<file path="src/rtl/core/stm_pkg.sv">
// ---------------------------------------------------------------------------
// stm_pkg
// Shared types and constants for the silence trimmer with lead/tail margins.
// ---------------------------------------------------------------------------
package stm_pkg;

  localparam int REPEAT_BITS   = 20;
  localparam int DEF_RUN_BITS  = 20;
  localparam int SAMPLE_BITS   = 8;
  localparam int MARGIN_BITS   = 16;
  localparam int CFG_IDX_BITS  = 2;
  localparam int CFG_DATA_BITS = 16;

  localparam logic [SAMPLE_BITS-1:0] SILENCE_RESET = 8'h80;
  localparam logic [MARGIN_BITS-1:0] LEAD_RESET    = 16'd220;
  localparam logic [MARGIN_BITS-1:0] TAIL_RESET    = 16'd1200;

  localparam logic [CFG_IDX_BITS-1:0] REG_SILENCE = 2'd0;
  localparam logic [CFG_IDX_BITS-1:0] REG_LEAD    = 2'd1;
  localparam logic [CFG_IDX_BITS-1:0] REG_TAIL    = 2'd2;

  typedef struct packed {
    logic [SAMPLE_BITS-1:0] value;
    logic [REPEAT_BITS-1:0] rep;
    logic                   last;
  } res_t;

  // up to two results pushed per request, first slot first
  typedef struct packed {
    logic v0;
    logic v1;
    res_t r0;
    res_t r1;
  } push_t;

endpackage

</file>
<file path="src/rtl/core/silence_trimmer_with_margins.sv">
// ---------------------------------------------------------------------------
// silence_trimmer_with_margins
// Trims leading/trailing silence of an 8-bit PCM utterance, keeping margins;
// run-length coded output.
// ---------------------------------------------------------------------------
// Input channel in_valid/in_ready carries one sample per request, with
// final_sample on the last sample of an utterance. Output channel
// out_valid/out_ready carries (value, repeat_res, end_of_run) results.
// A silent sample yields nothing unless final; a sound sample yields an
// optional held silent run followed by itself, so one request gives 0..2
// results. Results pass through the registered result queue to the output.
// Throughput: one sample per cycle while each yields at most one result and
// the receiver keeps up; the three-entry result queue drops in_ready whenever
// it holds two or more results, so a request giving two results holds off
// the next request until one is taken. A stalled receiver fills the queue
// and then holds in_ready low; nothing is lost. Reset (rst, synchronous)
// empties the queue, clears the run state and loads register defaults (silence
// 0x80, lead 220, tail 1200). Config index 3 is ignored. The user must write
// registers with cfg_we/cfg_index/cfg_data only while idle (not enforced).
// ---------------------------------------------------------------------------
module silence_trimmer_with_margins #(
  parameter int RUN_BITS = stm_pkg::DEF_RUN_BITS
) (
  input  logic                                clk,
  input  logic                                rst,
  input  logic                                in_valid,
  output logic                                in_ready,
  input  logic [stm_pkg::SAMPLE_BITS-1:0]     sample,
  input  logic                                final_sample,
  output logic                                out_valid,
  input  logic                                out_ready,
  output logic [stm_pkg::SAMPLE_BITS-1:0]     value,
  output logic [stm_pkg::REPEAT_BITS-1:0]     repeat_res,
  output logic                                end_of_run,
  input  logic                                cfg_we,
  input  logic [stm_pkg::CFG_IDX_BITS-1:0]    cfg_index,
  input  logic [stm_pkg::CFG_DATA_BITS-1:0]   cfg_data
);
  import stm_pkg::*;

  logic [SAMPLE_BITS-1:0] silence_value;
  logic [MARGIN_BITS-1:0] lead_margin;
  logic [MARGIN_BITS-1:0] tail_margin;
  logic                   acc;
  push_t                  push;
  res_t                   head;

  always_ff @(posedge clk) begin
    if (rst) begin
      silence_value <= SILENCE_RESET;
      lead_margin   <= LEAD_RESET;
      tail_margin   <= TAIL_RESET;
    end else if (cfg_we) begin
      case (cfg_index)
        REG_SILENCE: silence_value <= cfg_data[SAMPLE_BITS-1:0];
        REG_LEAD:    lead_margin   <= cfg_data[MARGIN_BITS-1:0];
        REG_TAIL:    tail_margin   <= cfg_data[MARGIN_BITS-1:0];
        default: ;
      endcase
    end
  end

  assign acc = in_valid & in_ready;

  stm_core #(.RUN_BITS(RUN_BITS)) u_core (
    .clk           (clk),
    .rst           (rst),
    .acc           (acc),
    .sample        (sample),
    .final_sample  (final_sample),
    .silence_value (silence_value),
    .lead_margin   (lead_margin),
    .tail_margin   (tail_margin),
    .push          (push)
  );

  stm_rq u_rq (
    .clk       (clk),
    .rst       (rst),
    .push      (push),
    .space     (in_ready),
    .out_valid (out_valid),
    .out_ready (out_ready),
    .head      (head)
  );

  assign value      = head.value;
  assign repeat_res = head.rep;
  assign end_of_run = head.last;

endmodule

</file>
<file path="src/rtl/core/stm_core.sv">
// ---------------------------------------------------------------------------
// stm_core
// Silence detection, held silent run counter and result generation.
// ---------------------------------------------------------------------------
module stm_core #(
  parameter int RUN_BITS = stm_pkg::DEF_RUN_BITS
) (
  input  logic                                 clk,
  input  logic                                 rst,
  input  logic                                 acc,
  input  logic [stm_pkg::SAMPLE_BITS-1:0]      sample,
  input  logic                                 final_sample,
  input  logic [stm_pkg::SAMPLE_BITS-1:0]      silence_value,
  input  logic [stm_pkg::MARGIN_BITS-1:0]      lead_margin,
  input  logic [stm_pkg::MARGIN_BITS-1:0]      tail_margin,
  output stm_pkg::push_t                       push
);
  import stm_pkg::*;

  localparam int CW = (RUN_BITS > REPEAT_BITS) ? RUN_BITS : REPEAT_BITS;
  localparam logic [RUN_BITS-1:0] RUN_MAX = '1;
  localparam logic [CW-1:0] REP_MAX = CW'({REPEAT_BITS{1'b1}});

  function automatic logic [REPEAT_BITS-1:0] sat(input logic [CW-1:0] c);
    logic [REPEAT_BITS-1:0] r;
    r = (c > REP_MAX) ? REP_MAX[REPEAT_BITS-1:0] : c[REPEAT_BITS-1:0];
    return r;
  endfunction

  logic                heard, heard_next;
  logic [RUN_BITS-1:0] run, run_next, run_inc;
  logic                is_sil;
  logic [CW-1:0]       run_w, inc_w, lead_w, tail_w, lead_c, tail_c, sil_c, fin_c;

  assign is_sil  = (sample == silence_value);
  assign run_inc = (run == RUN_MAX) ? run : run + 1'b1;
  assign run_w   = CW'(run);
  assign inc_w   = CW'(run_inc);
  assign lead_w  = CW'(lead_margin);
  assign tail_w  = CW'(tail_margin);
  assign lead_c  = (run_w < lead_w) ? run_w : lead_w;
  assign tail_c  = (inc_w < tail_w) ? inc_w : tail_w;
  assign sil_c   = heard ? run_w : lead_c;
  assign fin_c   = heard ? tail_c : '0;

  always_comb begin
    push.v0       = acc & (is_sil ? final_sample : (sil_c != '0));
    push.r0.value = silence_value;
    push.r0.rep   = is_sil ? sat(fin_c) : sat(sil_c);
    push.r0.last  = is_sil;
    push.v1       = acc & ~is_sil;
    push.r1.value = sample;
    push.r1.rep   = REPEAT_BITS'(1);
    push.r1.last  = final_sample;
  end

  always_comb begin
    heard_next = heard;
    run_next   = run;
    if (acc) begin
      if (final_sample) begin
        heard_next = 1'b0;
        run_next   = '0;
      end else if (is_sil) begin
        run_next = run_inc;
      end else begin
        heard_next = 1'b1;
        run_next   = '0;
      end
    end
  end

  always_ff @(posedge clk) begin
    if (rst) begin
      heard <= 1'b0;
      run   <= '0;
    end else begin
      heard <= heard_next;
      run   <= run_next;
    end
  end

`ifndef SYNTHESIS
  a_final_clears: assert property (@(posedge clk) disable iff (rst)
    acc && final_sample |=> !heard && run == '0)
    else $error("state not cleared after final sample");
  a_sound_sets: assert property (@(posedge clk) disable iff (rst)
    acc && !is_sil && !final_sample |=> heard && run == '0)
    else $error("sound did not set heard flag");
  a_run_holds: assert property (@(posedge clk) disable iff (rst)
    !acc |=> $stable(run) && $stable(heard))
    else $error("state changed without request");
`endif

endmodule

</file>
<file path="src/rtl/core/stm_rq.sv">
// ---------------------------------------------------------------------------
// stm_rq
// Three-entry result queue; takes up to two results per cycle, gives one.
// ---------------------------------------------------------------------------
module stm_rq (
  input  logic                             clk,
  input  logic                             rst,
  input  stm_pkg::push_t                   push,
  output logic                             space,
  output logic                             out_valid,
  input  logic                             out_ready,
  output stm_pkg::res_t                    head
);
  import stm_pkg::*;

  localparam int DEPTH = 3;

  res_t       q [DEPTH];
  res_t       q_next [DEPTH];
  logic [1:0] cnt, cnt_next, cnt_pop, cnt_mid;
  logic       pop;

  assign out_valid = (cnt != 2'd0);
  assign pop       = out_valid & out_ready;
  assign space     = (cnt <= 2'd1);
  assign head      = q[0];

  always_comb begin
    for (int i = 0; i < DEPTH; i++) begin
      q_next[i] = q[i];
    end
    cnt_pop = cnt;
    if (pop) begin
      for (int i = 0; i < DEPTH - 1; i++) begin
        q_next[i] = q[i+1];
      end
      cnt_pop = cnt - 2'd1;
    end
    cnt_mid = cnt_pop + {1'b0, push.v0};
    for (int i = 0; i < DEPTH; i++) begin
      if (push.v0 && cnt_pop == 2'(i)) q_next[i] = push.r0;
      if (push.v1 && cnt_mid == 2'(i)) q_next[i] = push.r1;
    end
    cnt_next = cnt_mid + {1'b0, push.v1};
  end

  always_ff @(posedge clk) begin
    for (int i = 0; i < DEPTH; i++) begin
      q[i] <= q_next[i];
    end
  end

  always_ff @(posedge clk) begin
    if (rst) begin
      cnt <= 2'd0;
    end else begin
      cnt <= cnt_next;
    end
  end

`ifndef SYNTHESIS
  a_no_overflow: assert property (@(posedge clk) disable iff (rst)
    (push.v0 || push.v1) |-> cnt <= 2'd1)
    else $error("push into full queue");
  a_idle_empty: assert property (@(posedge clk) disable iff (rst)
    cnt == 2'd0 && !(push.v0 || push.v1) |=> cnt == 2'd0)
    else $error("queue filled without push");
  a_zero_rep_last: assert property (@(posedge clk) disable iff (rst)
    out_valid && q[0].rep == '0 |-> q[0].last)
    else $error("empty result not marked last");
`endif

endmodule
</file>
<file path="config.mk">
export PLATFORM = sky130hd
export DESIGN_NAME = silence_trimmer_with_margins
export DESIGN_NICKNAME = d
export VERILOG_FILES = /design/src/rtl/core/stm_pkg.sv /design/src/rtl/core/silence_trimmer_with_margins.sv /design/src/rtl/core/stm_core.sv /design/src/rtl/core/stm_rq.sv
export SDC_FILE = /design/constraint.sdc
export NUM_CORES = 1
export LEC_CHECK = 0
export BUFFER_PORTS_ARGS = -buffer_cell sky130_fd_sc_hd__buf_2
export CORE_MARGIN = 5
export CORE_UTILIZATION = 57
export CTS_BUF_LIST = sky130_fd_sc_hd__clkbuf_4 sky130_fd_sc_hd__clkbuf_8
export CTS_CLUSTER_DIAMETER = 30
export DETAILED_ROUTE_END_ITERATION = 8
export PLACE_DENSITY = 0.91
export SYNTH_ARGS = -nofsm -noshare
export SYNTH_HDL_FRONTEND = slang
export SYNTH_HIERARCHICAL = 1
export SYNTH_SLANG_ARGS = --single-unit
export TNS_END_PERCENT = 5
</file>
<file path="constraint.sdc">
create_clock -name clk -period 4.52 [get_ports clk]
set_clock_uncertainty 0.15 [all_clocks]
set_input_delay 0.904 -clock clk [delete_from_list [all_inputs] [get_ports clk]]
set_output_delay 0.904 -clock clk [all_outputs]
set_load 0.03 [all_outputs]
</file>
# After elaboration in Yosys (flattened, before gate mapping)
# Memories as Yosys holds them, arrays and structs flattened.
# Index checks and enable logic that the tools add are counted.
[totals]
elab_cells = 66
inputBits = 32
out_inout_bits = 31
reg_bits = 63
ramBits = 87
n_memories = 1
[op_classes]
reduce_logical = 15
n_mux = 21
n_eq_ne = 9
add_sub_neg = 4
n_bitwise = 5
magnitude_cmp = 5
[mem_list]
columns = ["memory", "depth", "word_bits", "read_ports", "rd_clocked_by_memory_dff", "write_ports", "line", "source"]
rows = [
  ["u_rq.q", 3, 29, 3, 0, 3, "stm_rq.sv:18", "res_t q [DEPTH];"],
]
[op_table]
columns = ["op", "count"]
rows = [
  ["20-bit two-way mux", 10],
  ["29-bit two-way mux", 6],
  ["58-bit two-way mux", 1],
  ["20-bit greater-than comparator (second input constant)", 2],
  ["20-bit by 16-bit < comparator with 1-bit output", 2],
  ["20-bit by 1-bit adder with 20-bit output (second input constant)", 1],
  ["20-bit == test (second input constant)", 1],
  ["20-bit nonzero test", 1],
  ["8-bit == test", 1],
  ["2-bit AND reduction", 4],
  ["2-bit by 1-bit == test with 1-bit output (second input constant)", 3],
  ["2-bit == test (second input constant)", 3],
  ["1-bit logical AND", 6],
  ["2-bit zero test", 3],
  ["2-bit by 1-bit adder with 2-bit output", 2],
  ["1-bit bitwise AND", 4],
  ["1-bit two-way mux", 3],
  ["2-bit by 1-bit less-or-equal comparator with 1-bit output (second input constant)", 1],
  ["2-bit two-way mux", 1],
  ["2-bit != test (second input constant)", 1],
  ["2-bit nonzero test", 1],
  ["2-bit by 1-bit subtractor with 2-bit output (second input constant)", 1],
  ["1-bit inverter", 1],
]

# Longest topological paths before layout
# Gate-level depths: netlist of the first run.
[logic_depth]
depth_word = 10
ltp_mapped = 21
depth_no_buf = 17

# By module
# The synthesis of the first run kept the hierarchy.
[by_module_without_submodules]
columns = ["mod", "area_each_um2", "cells_per_inst", "n_inst", "seq_area_each_um2"]
rows = [
  ["stm_rq", 4864.7, 316, 1, 2652.5],
  ["stm_core", 2980.4, 401, 1, 420.4],
  ["silence_trimmer_with_margins", 1660.3, 159, 1, 800.8],
]

# Worst setup path after synthesis of the first run
# Ideal clock, no wire load.
[synth_path]
path_kind = "flip-flop to flip-flop"
from = "register u_core.run[4]"
to = "memory u_rq/q[0][36] (netlist name) (data pin)"
period_less_slack_ns = 4.807
arrival_time_ns = 4.397
required_ns = 4.110
path_slack_ns = -0.287
setup_time_ns = 0.260
stages_incl_launch_ff = 21
cell_sequence = "dfxtp_1 buf_2 nand4_1 or4_1 buf_2 nor4_4 or2_2 clkbuf_1 nor2_1 xor2_1 ha_1 and4_1 a221oi_1 o21ai_0 nor3_1 nand4_4 buf_6 mux2i_1 o22ai_1 mux2_2 mux2_2"
[synth_lines]
columns = ["element", "line", "source"]
rows = [
  ["start: declaration", "stm_core.sv:31", "logic [RUN_BITS-1:0] run, run_next, run_inc;"],
  ["start signal: assignment", "stm_core.sv:79", "run <= run_next;"],
  ["end: declaration", "stm_rq.sv:18", ""],
]

==> results of run 1 <==
-- tightest hold or removal path: cells and delay by family, from the launching register on --
kind / cells / cell delay [ns]
flip-flops: 1 / 0.34
multiplexers: 1 / 0.06
AND/OR/NAND/NOR: 1 / 0.08
-- logic make-up (layout without fill, tap and decap cells) --
family          count (synthesis)  in the layout  share of synthesized area (%)
xor+xnor                       23             23                           2.12
fa+ha+maj                      35             35                           4.61
buf+inv                       154            207                           9.61
other cells                     2             20                         0.0790
simple gates                  207            207                           11.6
flops                         150            150                           40.8
mux                           222            222                           25.3
compound gates                 83             83                           5.86
-- final timing paths --
check,from,depth (start not counted),slack (ns),end
hold reg to reg,tail_margin[1]$_SDFFE_PP0P_,2,0.37,tail_margin[1]$_SDFFE_PP0P_
hold / removal,tail_margin[1]$_SDFFE_PP0P_,2,0.37,tail_margin[1]$_SDFFE_PP0P_
setup / recovery,u_core/run[6]$_SDFFE_PP0P_,18,-0.05,u_rq/q[0][6]$_DFFE_PP_
setup reg to reg,u_core/run[6]$_SDFFE_PP0P_,18,-0.05,u_rq/q[0][6]$_DFFE_PP_
-- metal layers --
metal  track usage (%)  part of all wire, %  routed length (µm)  vias up
met3              6.03                  9.0                2130       83
met5                 0                    0                   0        -
met1              31.6                   40                9590     3364
met4              7.57                  3.2                 770        0
met2              39.7                   47               11200      391
li1                  -                    -                   -     3179
-- state kept, by name, indices dropped and copies added, names as in the netlist --
| signal | cells |
|---|---|
| u_rq/q | 87 |
| u_core/run | 20 |
| lead_margin | 16 |
| tail_margin | 16 |
| silence_value | 8 |
| u_rq/cnt | 2 |
| u_core/heard | 1 |
-- through the flow --
stage	instances	total power, mW	hold slack (ns)
detailed placement	1126	3.85	0.346
global route	1167	5.15	0.384
floorplan	894	3.52	0.311
global placement	1126	3.78	0.336
finish	1167	4.93	0.368
CTS	1163	4.93	0.366
-- timing repair --
item                                   4_1_cts  5_1_grt
endpoints found under the hold margin        0        0
gates resized for setup                     21       12
setup endpoints to repair                   45       86
setup buffers                                5        4
pin swaps                                    9        3
-- power breakdown --
group | leakage [nW] | internal (mW) | switching [mW]
registers | 1.34 | 1.97 | 0.118
logic | 2.81 | 0.732 | 1.03
clock network | 0.211 | 0.580 | 0.506
total | 4.36 | 3.28 | 1.66
-- placed cells by master, fill, tap and decap left out, types with 18 or more instances in the layout --
master	count
a21oi_1	19
buf_2	62
buf_4	67
clkbuf_8	18
conb_1	20
dfxtp_1	59
edfxtp_1	87
ha_1	35
inv_1	37
mux2_2	134
mux2i_1	70
nand2_1	27
nand2b_1	49
nor2_1	58
-- area by class of cell --
type | instances | share of cell area [%]
flip-flops and latches | 150 | 36.6
clock inverters | 10 | 1.22
repair buffers | 136 | 8.79
multi-input cells | 590 | 46.8
inverters | 39 | 1.38
well taps | 220 | 2.60
clock buffers | 22 | 2.62
-- Yosys cell counts (all sizes together) (3+ instances only) --
| cell type | count |
|---|---|
| a21oi | 20 |
| and4 | 3 |
| mux2 | 148 |
| nor2 | 61 |
| o21ai | 14 |
| and3 | 5 |
| xnor2 | 20 |
| nand2 | 28 |
| nor4 | 8 |
| buf | 94 |
| nand3 | 13 |
| dfxtp | 63 |
| a22oi | 12 |
| o22ai | 16 |
| nor2b | 4 |
| xor2 | 3 |
| clkbuf | 21 |
| ha | 35 |
| inv | 38 |
| or4 | 5 |
| mux2i | 74 |
| nor3 | 11 |
| nand2b | 49 |
| edfxtp | 87 |
| nand4 | 10 |
==> results.md, run 1 <==
- The total negative slack is -0.357 ns.
- The area of the core region is 16500 µm².
- The smallest setup slack after layout is -0.0471 ns.
- Counting the buffers created by CTS gives 17.
- The post-synthesis cell area is 9510 µm².
- The effective utilization at floorplan is 57.7%.
- During synthesis, Yosys emitted a total of 6 warnings.
- The classification of the worst setup path is register to register.
- The total routed wirelength is 23.7 mm.
- The number of pins exceeding their max-slew limit in the final report is 0.
- At the end of routability-driven placement, the weighted congestion stood at 0.979.
- At the end of the flow the core is filled with cells to 64.3%.
- The final critical path takes up 101% of the cycle.
- For this run, design rule violations remaining after detail routing come to 0.
- Setup repair after global routing could not meet its margin everywhere.
- The cell class contributing the biggest share of worst-path delay is simple AND/OR/NAND/NOR gates.
- The tightest min-delay check is of the register to register type.
- STA classifies the critical path startpoint as a register.
- The half-perimeter wire length after detailed placement is 16.5 mm.
- Dividing total power by cell area gives a power density of 466 nW/µm².
- The area growth from synthesis to layout is 11.4%.
- The H-tree generated during clock tree synthesis spans 4 levels.
- The prevailing post-synth register cell is edfxtp_1.
- The checks that failed: negative setup slack.
- The count of buffers from port buffering is 62.
- The largest individual stage delay along the critical path comes from the cell or4_4.
- The clock reaches the later pin of the worst-skew pair after 0.47 ns.
- The filler cell count in the final layout is 1210.
- The multi-input combinational cells in the finished layout cover a total of 4950 µm².
- For this design the static power due to leakage is 4.36 nW.
- Counting every sink on the clock net gives 150.
- The largest fanout of any net on the critical path is 8.
- The standard cell area after detailed placement is 9980 µm².
- The synthesized design contains 87 enable-type register cells.
- The total global routing overflow is 0.
- The initial antenna violation count is 0.
- The highest clock rate is 219 MHz.
- The number of distinct library cell variants in the gate-level netlist after synthesis is 57.
- The antenna diode count is 0.
- For the pin with the worst max-slew slack, the measured transition is 0.888 ns.
- At the worst endpoint, the required time is 4.59 ns.
- The count of mapped cells out of synthesis is 876.
- The post-detailed-route wirelength per cell is 20.3 µm.
- The count of hold buffers inserted by post-cts repair is 0.
- Across the whole layout, storage elements account for 3880 µm².
- Averaged over all synthesized cells, the footprint is 10.9 µm².
- The synthesized design devotes to its leading area cell type 27.5% of total area.
- The overall die width is 139 µm.
- The normalized max-slew margin is 40.6%.
- The clock tree root buffer cell is clkbuf_8.
- The buffers plus inverters on the worst setup path is 1.
- The critical path capture point type is a register.
- For this run, the total global-route usage over all layers was measured as 24.2%.
- The clock edge transition at the registers on the reported setup and hold paths is 0.08 ns.
- The count of vias placed by the detailed router is 7017.
- The die covers 19400 µm².
- The final hold violation count came to 0.
- For the finished layout, the period the worst path requires is 4.57 ns.
- Setup violations remaining at the end of the flow were counted as 18.
- The worst supply voltage drop on vdd is 0.000383 V.
- Traced cell by cell, the critical path runs through nand4_1 > or4_4 > nor4_4 > nor2_2 > nand2_1 > xnor2_1 > ha_1 > a21oi_1 > o21ai_1 > a221oi_2 > o21ai_1 > nor3_2 > nand4_4 > buf_8 > mux2i_1 > o22ai_1 > mux2_2 > mux2_2.
- The share of synthesized registers carrying an async set or reset is 0%.
- After the last flow step, the layout net total stands at 1001.
- The delay contributed by the slowest stage of the critical path is 0.53 ns.
- The clock tree from TritonCTS is done.
- The run finished, with violations left.
- In this run the core area contains 47 standard-cell rows.
- The first routing iteration left 635 violations.
- The number of buffers between clock root and the deepest sink is 2.
- Using the TritonRoute via totals, the vias-per-cell ratio works out to 6.01.
- The total I/O pin count is 63.
- The count of antenna-violating nets left after detailed routing is 0.
- Counting flops and latches in the post-synthesis netlist gives 150.
- In this run the vertical extent of the chip is 139 µm.
- Max-cap violations in this run came to 0.
- The signal arrival time at the worst endpoint is 4.63 ns.
- The post-placement worst setup slack is -0.267 ns.
- After synthesis, flip-flops and latches occupy 40.8% of the total area.
- The biggest area consumer among synthesized cells is edfxtp_1.
- The fraction of final layout cells sized beyond drive strength 1 is 36.4%.
- The number of global-route vias before repair came to 6890.
- Entering global routing, the biggest net connects 46 pins.
- Before antenna repair, the detailed router went through 5 iterations.
- The post-layout instance area is 10600 µm².
- After synthesis, the cell types taking the most area are edfxtp_1, mux2_2, dfxtp_1.
- The wire length of the first global-routing pass is 37.0 mm.
No activity file was read; power rests on OpenSTA's default activity.
==> run 2, diff against run 1 <==
--- a/config.mk
+++ b/config.mk
@@ -11,7 +11,7 @@
 export CTS_BUF_LIST = sky130_fd_sc_hd__clkbuf_4 sky130_fd_sc_hd__clkbuf_8
 export CTS_CLUSTER_DIAMETER = 30
 export DETAILED_ROUTE_END_ITERATION = 8
-export PLACE_DENSITY = 0.91
+export PLACE_DENSITY = 0.82
 export SYNTH_ARGS = -nofsm -noshare
 export SYNTH_HDL_FRONTEND = slang
 export SYNTH_HIERARCHICAL = 1
==> run 2 against run 1 <==
The flow still finishes with violations (negative setup slack). Non-clock buffer count increased by 1. Combinational power about the same. Via count fell by 1.6%. Sequential power about the same. Power increased by 2.1%. Final cell count about the same. Clock power increased by 6%. Utilization up 0.62 points. Flip-flop and latch count is the same. Wire length fell by 1.9%. Critical path type unchanged. Largest power group unchanged.
==> results.md, run 2 (synthesis results as in run 1) <==
- The run finished, with violations left.
- The final reports fail on negative setup slack.
- The HPWL after detailed placement is 16.1 mm.
- The layout has 1220 filler cells.
- After layout, the worst setup slack is -0.127 ns.
- Of the total power, registers draw 41.3%.
- The number of global-route vias before repair is 6971.
- The last weighted congestion value of the routability-driven placer is 0.947.
- The part of the power in combinational logic is 35.7%.
- For this run, global-route usage on met3 was measured as 4.86%.
- The largest registers in the layout are u_rq/q (87), u_core/run (20).
- On the final layout, the worst hold slack is 0.361 ns.
- After clock tree synthesis, the clock-pin slew on the worst setup and hold paths is 0.09 ns.
- The total routed wirelength is 23.3 mm.
- The H-tree was split into 4 levels.
- The largest fanout of any net on the critical path is 7.
- In this run the most critical hold path is launched from tail_margin[1]$_SDFFE_PP0P_.
- The signal arrival time at the worst endpoint is 4.71 ns.
- The total I/O pin count is 63.
- The final net count is 1002.
- The kind of start point of the critical path is a register.
- The first global-routing pass estimated 36.8 mm of wire.
- The classification of the worst setup path is register to register.
- From left edge to right edge, the die measures 139 µm.
- The die is 139 µm tall.
- TritonCTS built the clock tree.
- After global routing, the most crowded layer is met2.
- The pin slew with the least headroom to its limit is 0.938 ns.
- The clock insertion delay at the later pin of the skew report is 0.46 ns.
- At the end of the flow the core is filled with cells to 64.9%.
- The area of the die is 19400 µm².
- Setup repair after global routing could not meet its margin everywhere.
- The cell-internal power is 3.33 mW.
- The TritonCTS sink count is 150.
- The final-report setup violation count is 32.
- The number of buffers added by the clock tree synthesis step is 17.
- The final hold violation count is 0.
- Across the run, the number of max-cap violations was 0.
- The initial antenna violation count is 0.
- The library cell used most frequently in the layout, excluding fill and tap cells, is mux2_2.
- The count of buffers from port buffering is 62.
- Data on the critical path is required at its endpoint by 4.58 ns.
- The flip-flop count of the largest register after layout is 87.
- The total leakage power is 4.39 nW.
- Timing would allow up to 215 MHz.
- The post-detailed-route via-to-cell ratio is 5.91.
- The number of buffers between clock root and the deepest sink is 2.
- The count of vias placed by the detailed router is 6905.
- The total routing resource utilization after global routing is 23.9%.
- The worst-case IR drop observed on VDD is 0.000331 V.
- After detailed placement, the total cell area comes to 9990 µm².
- The count of routing violations after the opening detailed-route iteration is 606.
- The normalized max-slew margin is 37.5%.
- The part of the power in the clock network is 23.0%.
- Ranked by flip-flop count, first place goes to u_rq/q.
- The core region is 16500 µm².
- The post-detailed-route wirelength per cell is 19.9 µm.
- The antenna diode count is 0.
- After layout, the minimum clock period comes to 4.65 ns.
- The worst setup path is captured at a register.
- For the worst flop-to-flop path, the logic depth is 18.
- After layout, the worst path uses 103% of the clock period.
- The net load switching power is 1.71 mW.
- The number of pins exceeding their max-slew limit in the final report is 0.
- The post-layout instance area is 10700 µm².
- The number of cells traversed by the worst hold path is 2.
- The number of placement rows is 47.
- The path class of the tightest hold or removal check is register to register.
- Entering global routing, the biggest net connects 54 pins.
- The fraction of final layout cells sized beyond drive strength 1 is 36.9%.
- The worst setup path startpoint is u_core/run[4]$_SDFFE_PP0P_.
- The count of nets left with antenna violations once routing finished came out at 0.
- For met2 alone, demand over resource in global routing was 38.4%.
- In the layout the commonest cells are mux2_2, edfxtp_1, mux2i_1.
- The clock tree root buffer cell is clkbuf_8.
- In this run switching power makes up 33.9% of total power.
- The effective utilization at floorplan is 57.7%.
- After detailed routing, the number of remaining DRC violations is 0.
- In this run the power density over the cells is 471 nW/µm².
- The total global routing overflow is 0.
- The number of detailed-routing iterations run before antenna repair is 5.
- From synthesis to final layout, the design area changed by 12.5%.
- The global-route track usage on met1 is 30.8%.
- In this run the critical register-to-register path is launched from u_core/run[4]$_SDFFE_PP0P_.
run 2: what timing repair did:
action / in CTS / in global routing
resized for setup: 34 / 11
setup endpoints to repair: 36 / 93
hold buffers: 0 / 0
pin swaps: 11 / 3
gates cloned: 1 / 0
setup buffers: 5 / 3
run 2: path summary, 6_finish.rpt:
| path | to | slack (ns) |
|---|---|---|
| worst max-delay path | u_rq/q[0][3]$_DFFE_PP_ | -0.13 |
| worst min-delay path | tail_margin[1]$_SDFFE_PP0P_ | 0.36 |
| worst max register to register | u_rq/q[0][3]$_DFFE_PP_ | -0.13 |
| worst min register to register | tail_margin[1]$_SDFFE_PP0P_ | 0.36 |
run 2: through the flow:
step / cells / setup WS [ns] / TNS [ns] / power (mW)
after detailed placement: 1127 / -0.254 / -5.60 / 3.88
final: 1168 / -0.127 / -3.09 / 5.04
after CTS: 1165 / -0.0248 / -0.151 / 5.05
after floorplan: 894 / -0.275 / -7.45 / 3.52
after global routing: 1168 / -0.301 / -8.99 / 5.26
after global placement: 1127 / -0.0987 / -1.42 / 3.81
run 2: power groups by stage:
stage               sequential (mW)  clock (mW)  combinational, mW
floorplan                      2.07           0               1.44
global placement               2.09           0               1.72
detailed placement             2.11           0               1.76
CTS                            2.08        1.17               1.80
global route                   2.11        1.23               1.92
finish                         2.08        1.16               1.80
run 2: critical path: stages (launching register included):
cell and delay, ns:
dfxtp_2 0.34, nand4_1 0.14, or4_4 0.54, nor4_4 0.19
buf_4 0.18, or2_4 0.15, nor2_4 0.04, xor2_2 0.18
ha_1 0.33, and4_4 0.17, a221oi_2 0.31, o21ai_1 0.12
nor3_2 0.24, nand4_4 0.20, buf_12 0.21, mux2i_2 0.20
o22ai_2 0.14, mux2_4 0.31, mux2_4 0.26
run 2: area by class of cell:
class                      instances  area (µm²)  share of cell area (%)
multi-input combinational        590        4990                    46.7
sequential                       150        3880                    36.3
timing repair buffer             137         957                    8.95
tap                              220         275                    2.57
clock buffer                      18         241                    2.26
clock inverter                    14         198                    1.85
inverter                          39         146                    1.37
run 2: routing by layer:
layer	routed length (µm)	vias up	part of all wire [%]
li1	-	3199	-
met1	9910	3318	43
met3	1560	91	6.7
met2	10700	297	46
met4	1090	0	4.7
met5	0	-	0
==> run 3, diff against run 2 <==
--- a/config.mk
+++ b/config.mk
@@ -12,6 +12,7 @@
 export CTS_CLUSTER_DIAMETER = 30
 export DETAILED_ROUTE_END_ITERATION = 8
 export PLACE_DENSITY = 0.82
+export RECOVER_POWER = 100
 export SYNTH_ARGS = -nofsm -noshare
 export SYNTH_HDL_FRONTEND = slang
 export SYNTH_HIERARCHICAL = 1
==> run 3 against run 2 <==
The flow finishes with violations (max-capacitance violations, max-slew violations, negative setup slack). Final area fell by 0.97%. Critical path depth did not move. Critical path type unchanged. Critical endpoint is now u_rq/q[0][11]$_DFFE_PP_. Clock power barely moved. Non-clock buffer count did not move. Worst hold slack improved by 0.00073 ns. Final cell count did not move. Wire length rose by 0.12%. Sequential power barely moved. Largest cell class unchanged. Flip-flop and latch count did not move.
==> results.md, run 3 (synthesis results as in run 1) <==
- CTS placed an instance of clkbuf_8 at the clock tree root.
- The most common cell after layout, fill and taps aside is mux2_2.
- The congestion estimate from routability-driven global placement came to 0.947.
- The total power draw is 4.97 mW.
- At the pin with the least slew margin, the transition time is 2.25 ns.
- In this run the core area contains 47 standard-cell rows.
- The number of levels the H-tree was split into is 4.
- The total global routing overflow is 0.
- The die outline height is 139 µm.
- The part of the power in combinational logic is 34.8%.
- The classification of the worst-slack hold path is register to register.
- Max-cap violations in this run came to 1.
- The number of global-route vias before repair is 6971.
- The count of antenna-violating nets left after detailed routing is 0.
- The kind of start point of the critical path is a register.
- OpenSTA, run right after detailed placement, puts the worst setup slack at -0.254 ns.
- The count of vias placed by the detailed router is 6940.
- In this run, the number of DRC markers left after iteration 0 of detailed routing was 625.
- The checks that failed: max-capacitance violations, max-slew violations, negative setup slack.
- The number of buffers between clock root and the deepest sink is 2.
- The number of buffers added by the clock tree synthesis step is 17.
- The capture point of the worst reg-to-reg path is u_rq/q[0][11]$_DFFE_PP_.
- The worst endpoint required time is 4.59 ns.
- The final layout contains routed wiring with a total length of 23.3 mm.
- The worst register-to-register path begins at u_core/run[4]$_SDFFE_PP0P_.
- The half-perimeter wire length after detailed placement is 16.1 mm.
- The filler cells instantiated in the layout total 1246.
- After detailed routing, the number of remaining DRC violations is 0.
- The slack of the worst reg-to-reg path is -0.13 ns.
- Among the stages of the critical path, the cell type that occurs most often is mux2_2.
- Walking the worst path, the cells encountered are nand4_1 > or4_4 > nor4_4 > buf_4 > or2_4 > nor2_4 > xor2_2 > ha_1 > and4_4 > a221oi_2 > o21ai_1 > nor3_2 > nand4_4 > clkbuf_16 > mux2i_2 > o22ai_2 > mux2_2 > mux2_2.
- Counting I/O delays and the setup requirement, the final critical path takes 4.65 ns.
- Entering global routing, the biggest net connects 54 pins.
- Of all nets on the critical path, the largest fanout is 6.
- Grouping stages by cell kind, the critical path spends the most delay in simple AND/OR/NAND/NOR gates.
- The beginning of the worst hold path is tail_margin[1]$_SDFFE_PP0P_.
- The initial antenna violation count came to 0.
- The final-report setup violation count is 32.
- Counting both buffers and inverters, the worst setup path holds a total of 2.
- The critical path capture point type is a register.
- The later pin in the worst-skew pair is clocked with a latency of 0.46 ns.
- The net load switching power is 1.71 mW.
- The worst setup path is of the register to register kind.
- In the final timing run, aggregate negative setup slack is -3.01 ns.
- The total I/O pin count is 63.
- The smallest setup slack after layout is -0.127 ns.
- The run finished, with violations left.
- In the final layout, the share of cells above drive strength 1 is 32.7%.
- The end point of the worst hold path is tail_margin[1]$_SDFFE_PP0P_.
- In the final layout, the registers with the most flip-flops are u_rq/q (87), u_core/run (20).
- In this run the static leakage power is 4.28 nW.
- The final net count is 1002.
- At the end of the flow the core is filled with cells to 64.3%.
- The number of pins exceeding their max-slew limit in the final report came to 54.
- The placed instance count is 1127.
- The part of the total power dissipated in sequential elements is 41.9%.
- In this run switching power makes up 34.3% of total power.
- Setup repair after global routing could not meet its margin everywhere.
- The number of antenna diodes in the final layout is 0.
- The effective utilization at floorplan is 57.7%.
- The count of buffers from port buffering is 62.
- Measured against its own limit, the worst slew margin works out to -50.1%.
- For this run, the total global-route usage over all layers was measured as 23.9%.
- The cell-internal power is 3.27 mW.
- The cell type of the slowest stage on the worst timing path is or4_4.
- The first TritonRoute pass finished after 7 iterations.
- The wire length of the first global-routing pass is 36.8 mm.
- The delay contributed by the slowest stage of the critical path is 0.54 ns.
- For the worst flop-to-flop path, the logic depth is 18.
- The power density normalized to cell area is 470 nW/µm².
- The core region is 16500 µm².
- The overall die width is 139 µm.
- The multi-input combinational cell area is 4970 µm².
- The minimum hold slack is 0.361 ns.
- In the routed layout, each cell is associated on average with a via count of 5.94.
- The clock edge transition at the registers on the reported setup and hold paths is 0.09 ns.
- For the worst setup path, the data arrival time is 4.72 ns.
- The final hold violation count is 0.
- Leaving out filler cells and counting taps, the final layout contains 1168.
- The sequential cell area is 3880 µm².
- Counting every sink on the clock net gives 150.
- The area of the die is 19400 µm².
- After detailed routing, the average wire length per cell comes to 20.0 µm.
- More flip-flops sit in one register than any other, and that register is u_rq/q.
- The standard cell area after detailed placement is 9990 µm².
- The signed area change from the synthesized netlist to the final layout is 11.4%.
- Counting instances, the worst hold path has a depth of 2.
- The flip-flop count of the largest register after layout is 87.
- In the layout the commonest cells are mux2_2, edfxtp_1, mux2i_1.
- The clock network is responsible for 23.3% of the overall power.
- The highest clock rate is 215 MHz.
- TritonCTS built the clock tree.
- VDD sags by at most 0.000327 V.
- The finished cells cover 10600 µm².
- The worst path uses 103% of the clock period.
## run 3: changes by cell type in the layout (fill, tap and decap cells not counted), sizes merged
cell and change:
buf -39, clkbuf +39
## run 3: area by class of cell
| cell class | count | area share (%) |
|---|---|---|
| clock buffers | 18 | 2.28 |
| clock inverters | 14 | 1.87 |
| inverters | 39 | 1.38 |
| multi-input cells | 590 | 46.9 |
| flip-flops and latches | 150 | 36.6 |
| well taps | 220 | 2.60 |
| repair buffers | 137 | 8.31 |
## run 3: how the worst max path moves through the flow
| stage | end | slack (ns) | from | depth (start not counted) |
|---|---|---|---|---|
| 3_3_place_gp | u_rq/q[0][6]$_DFFE_PP_ | -0.1 | u_core/run[6]$_SDFFE_PP0P_ | 19 |
| 6_report | u_rq/q[0][11]$_DFFE_PP_ | -0.13 | u_core/run[4]$_SDFFE_PP0P_ | 18 |
| 4_1_cts | u_rq/q[0][3]$_DFFE_PP_ | -0.02 | u_core/run[4]$_SDFFE_PP0P_ | 18 |
| 2_1_floorplan | u_rq/q[0][36]$_DFFE_PP_ | -0.28 | u_core/run[3]$_SDFFE_PP0P_ | 20 |
| 5_1_grt | u_rq/q[0][11]$_DFFE_PP_ | -0.30 | u_core/run[4]$_SDFFE_PP0P_ | 18 |
| 3_5_place_dp | u_rq/q[0][3]$_DFFE_PP_ | -0.25 | u_core/run[6]$_SDFFE_PP0P_ | 18 |
## run 3: worst reg2reg max path: cells and delay by family (launching register included)
family          cells  cell delay [ns]
fa+ha+maj           1             0.33
simple gates        8             1.68
flops               1             0.34
xor+xnor            1             0.18
mux                 3             0.79
compound gates      3             0.55
buf+inv             2             0.41
## run 3: timing repair
action,CTS,global route
buffers inserted,5,3
resized for setup,34,11
gates cloned,1,0
setup endpoints to repair,36,93
pin swaps,11,3
hold buffers,0,0
## run 3: power groups by stage
stage / clock network (mW) / logic [mW] / registers [mW]
detailed placement: 0 / 1.76 / 2.11
floorplan: 0 / 1.44 / 2.07
CTS: 1.17 / 1.80 / 2.08
finish: 1.16 / 1.73 / 2.08
global route: 1.23 / 1.85 / 2.11
global placement: 0 / 1.72 / 2.09
## run 3: layer usage
metal / part of all wire [%] / global-route usage [%] / routed length [µm]
met4: 4.4 / 11.9 / 1030
met2: 47 / 38.4 / 10900
met3: 6.9 / 4.86 / 1600
met5: 0 / 0 / 0
met1: 42 / 30.8 / 9830
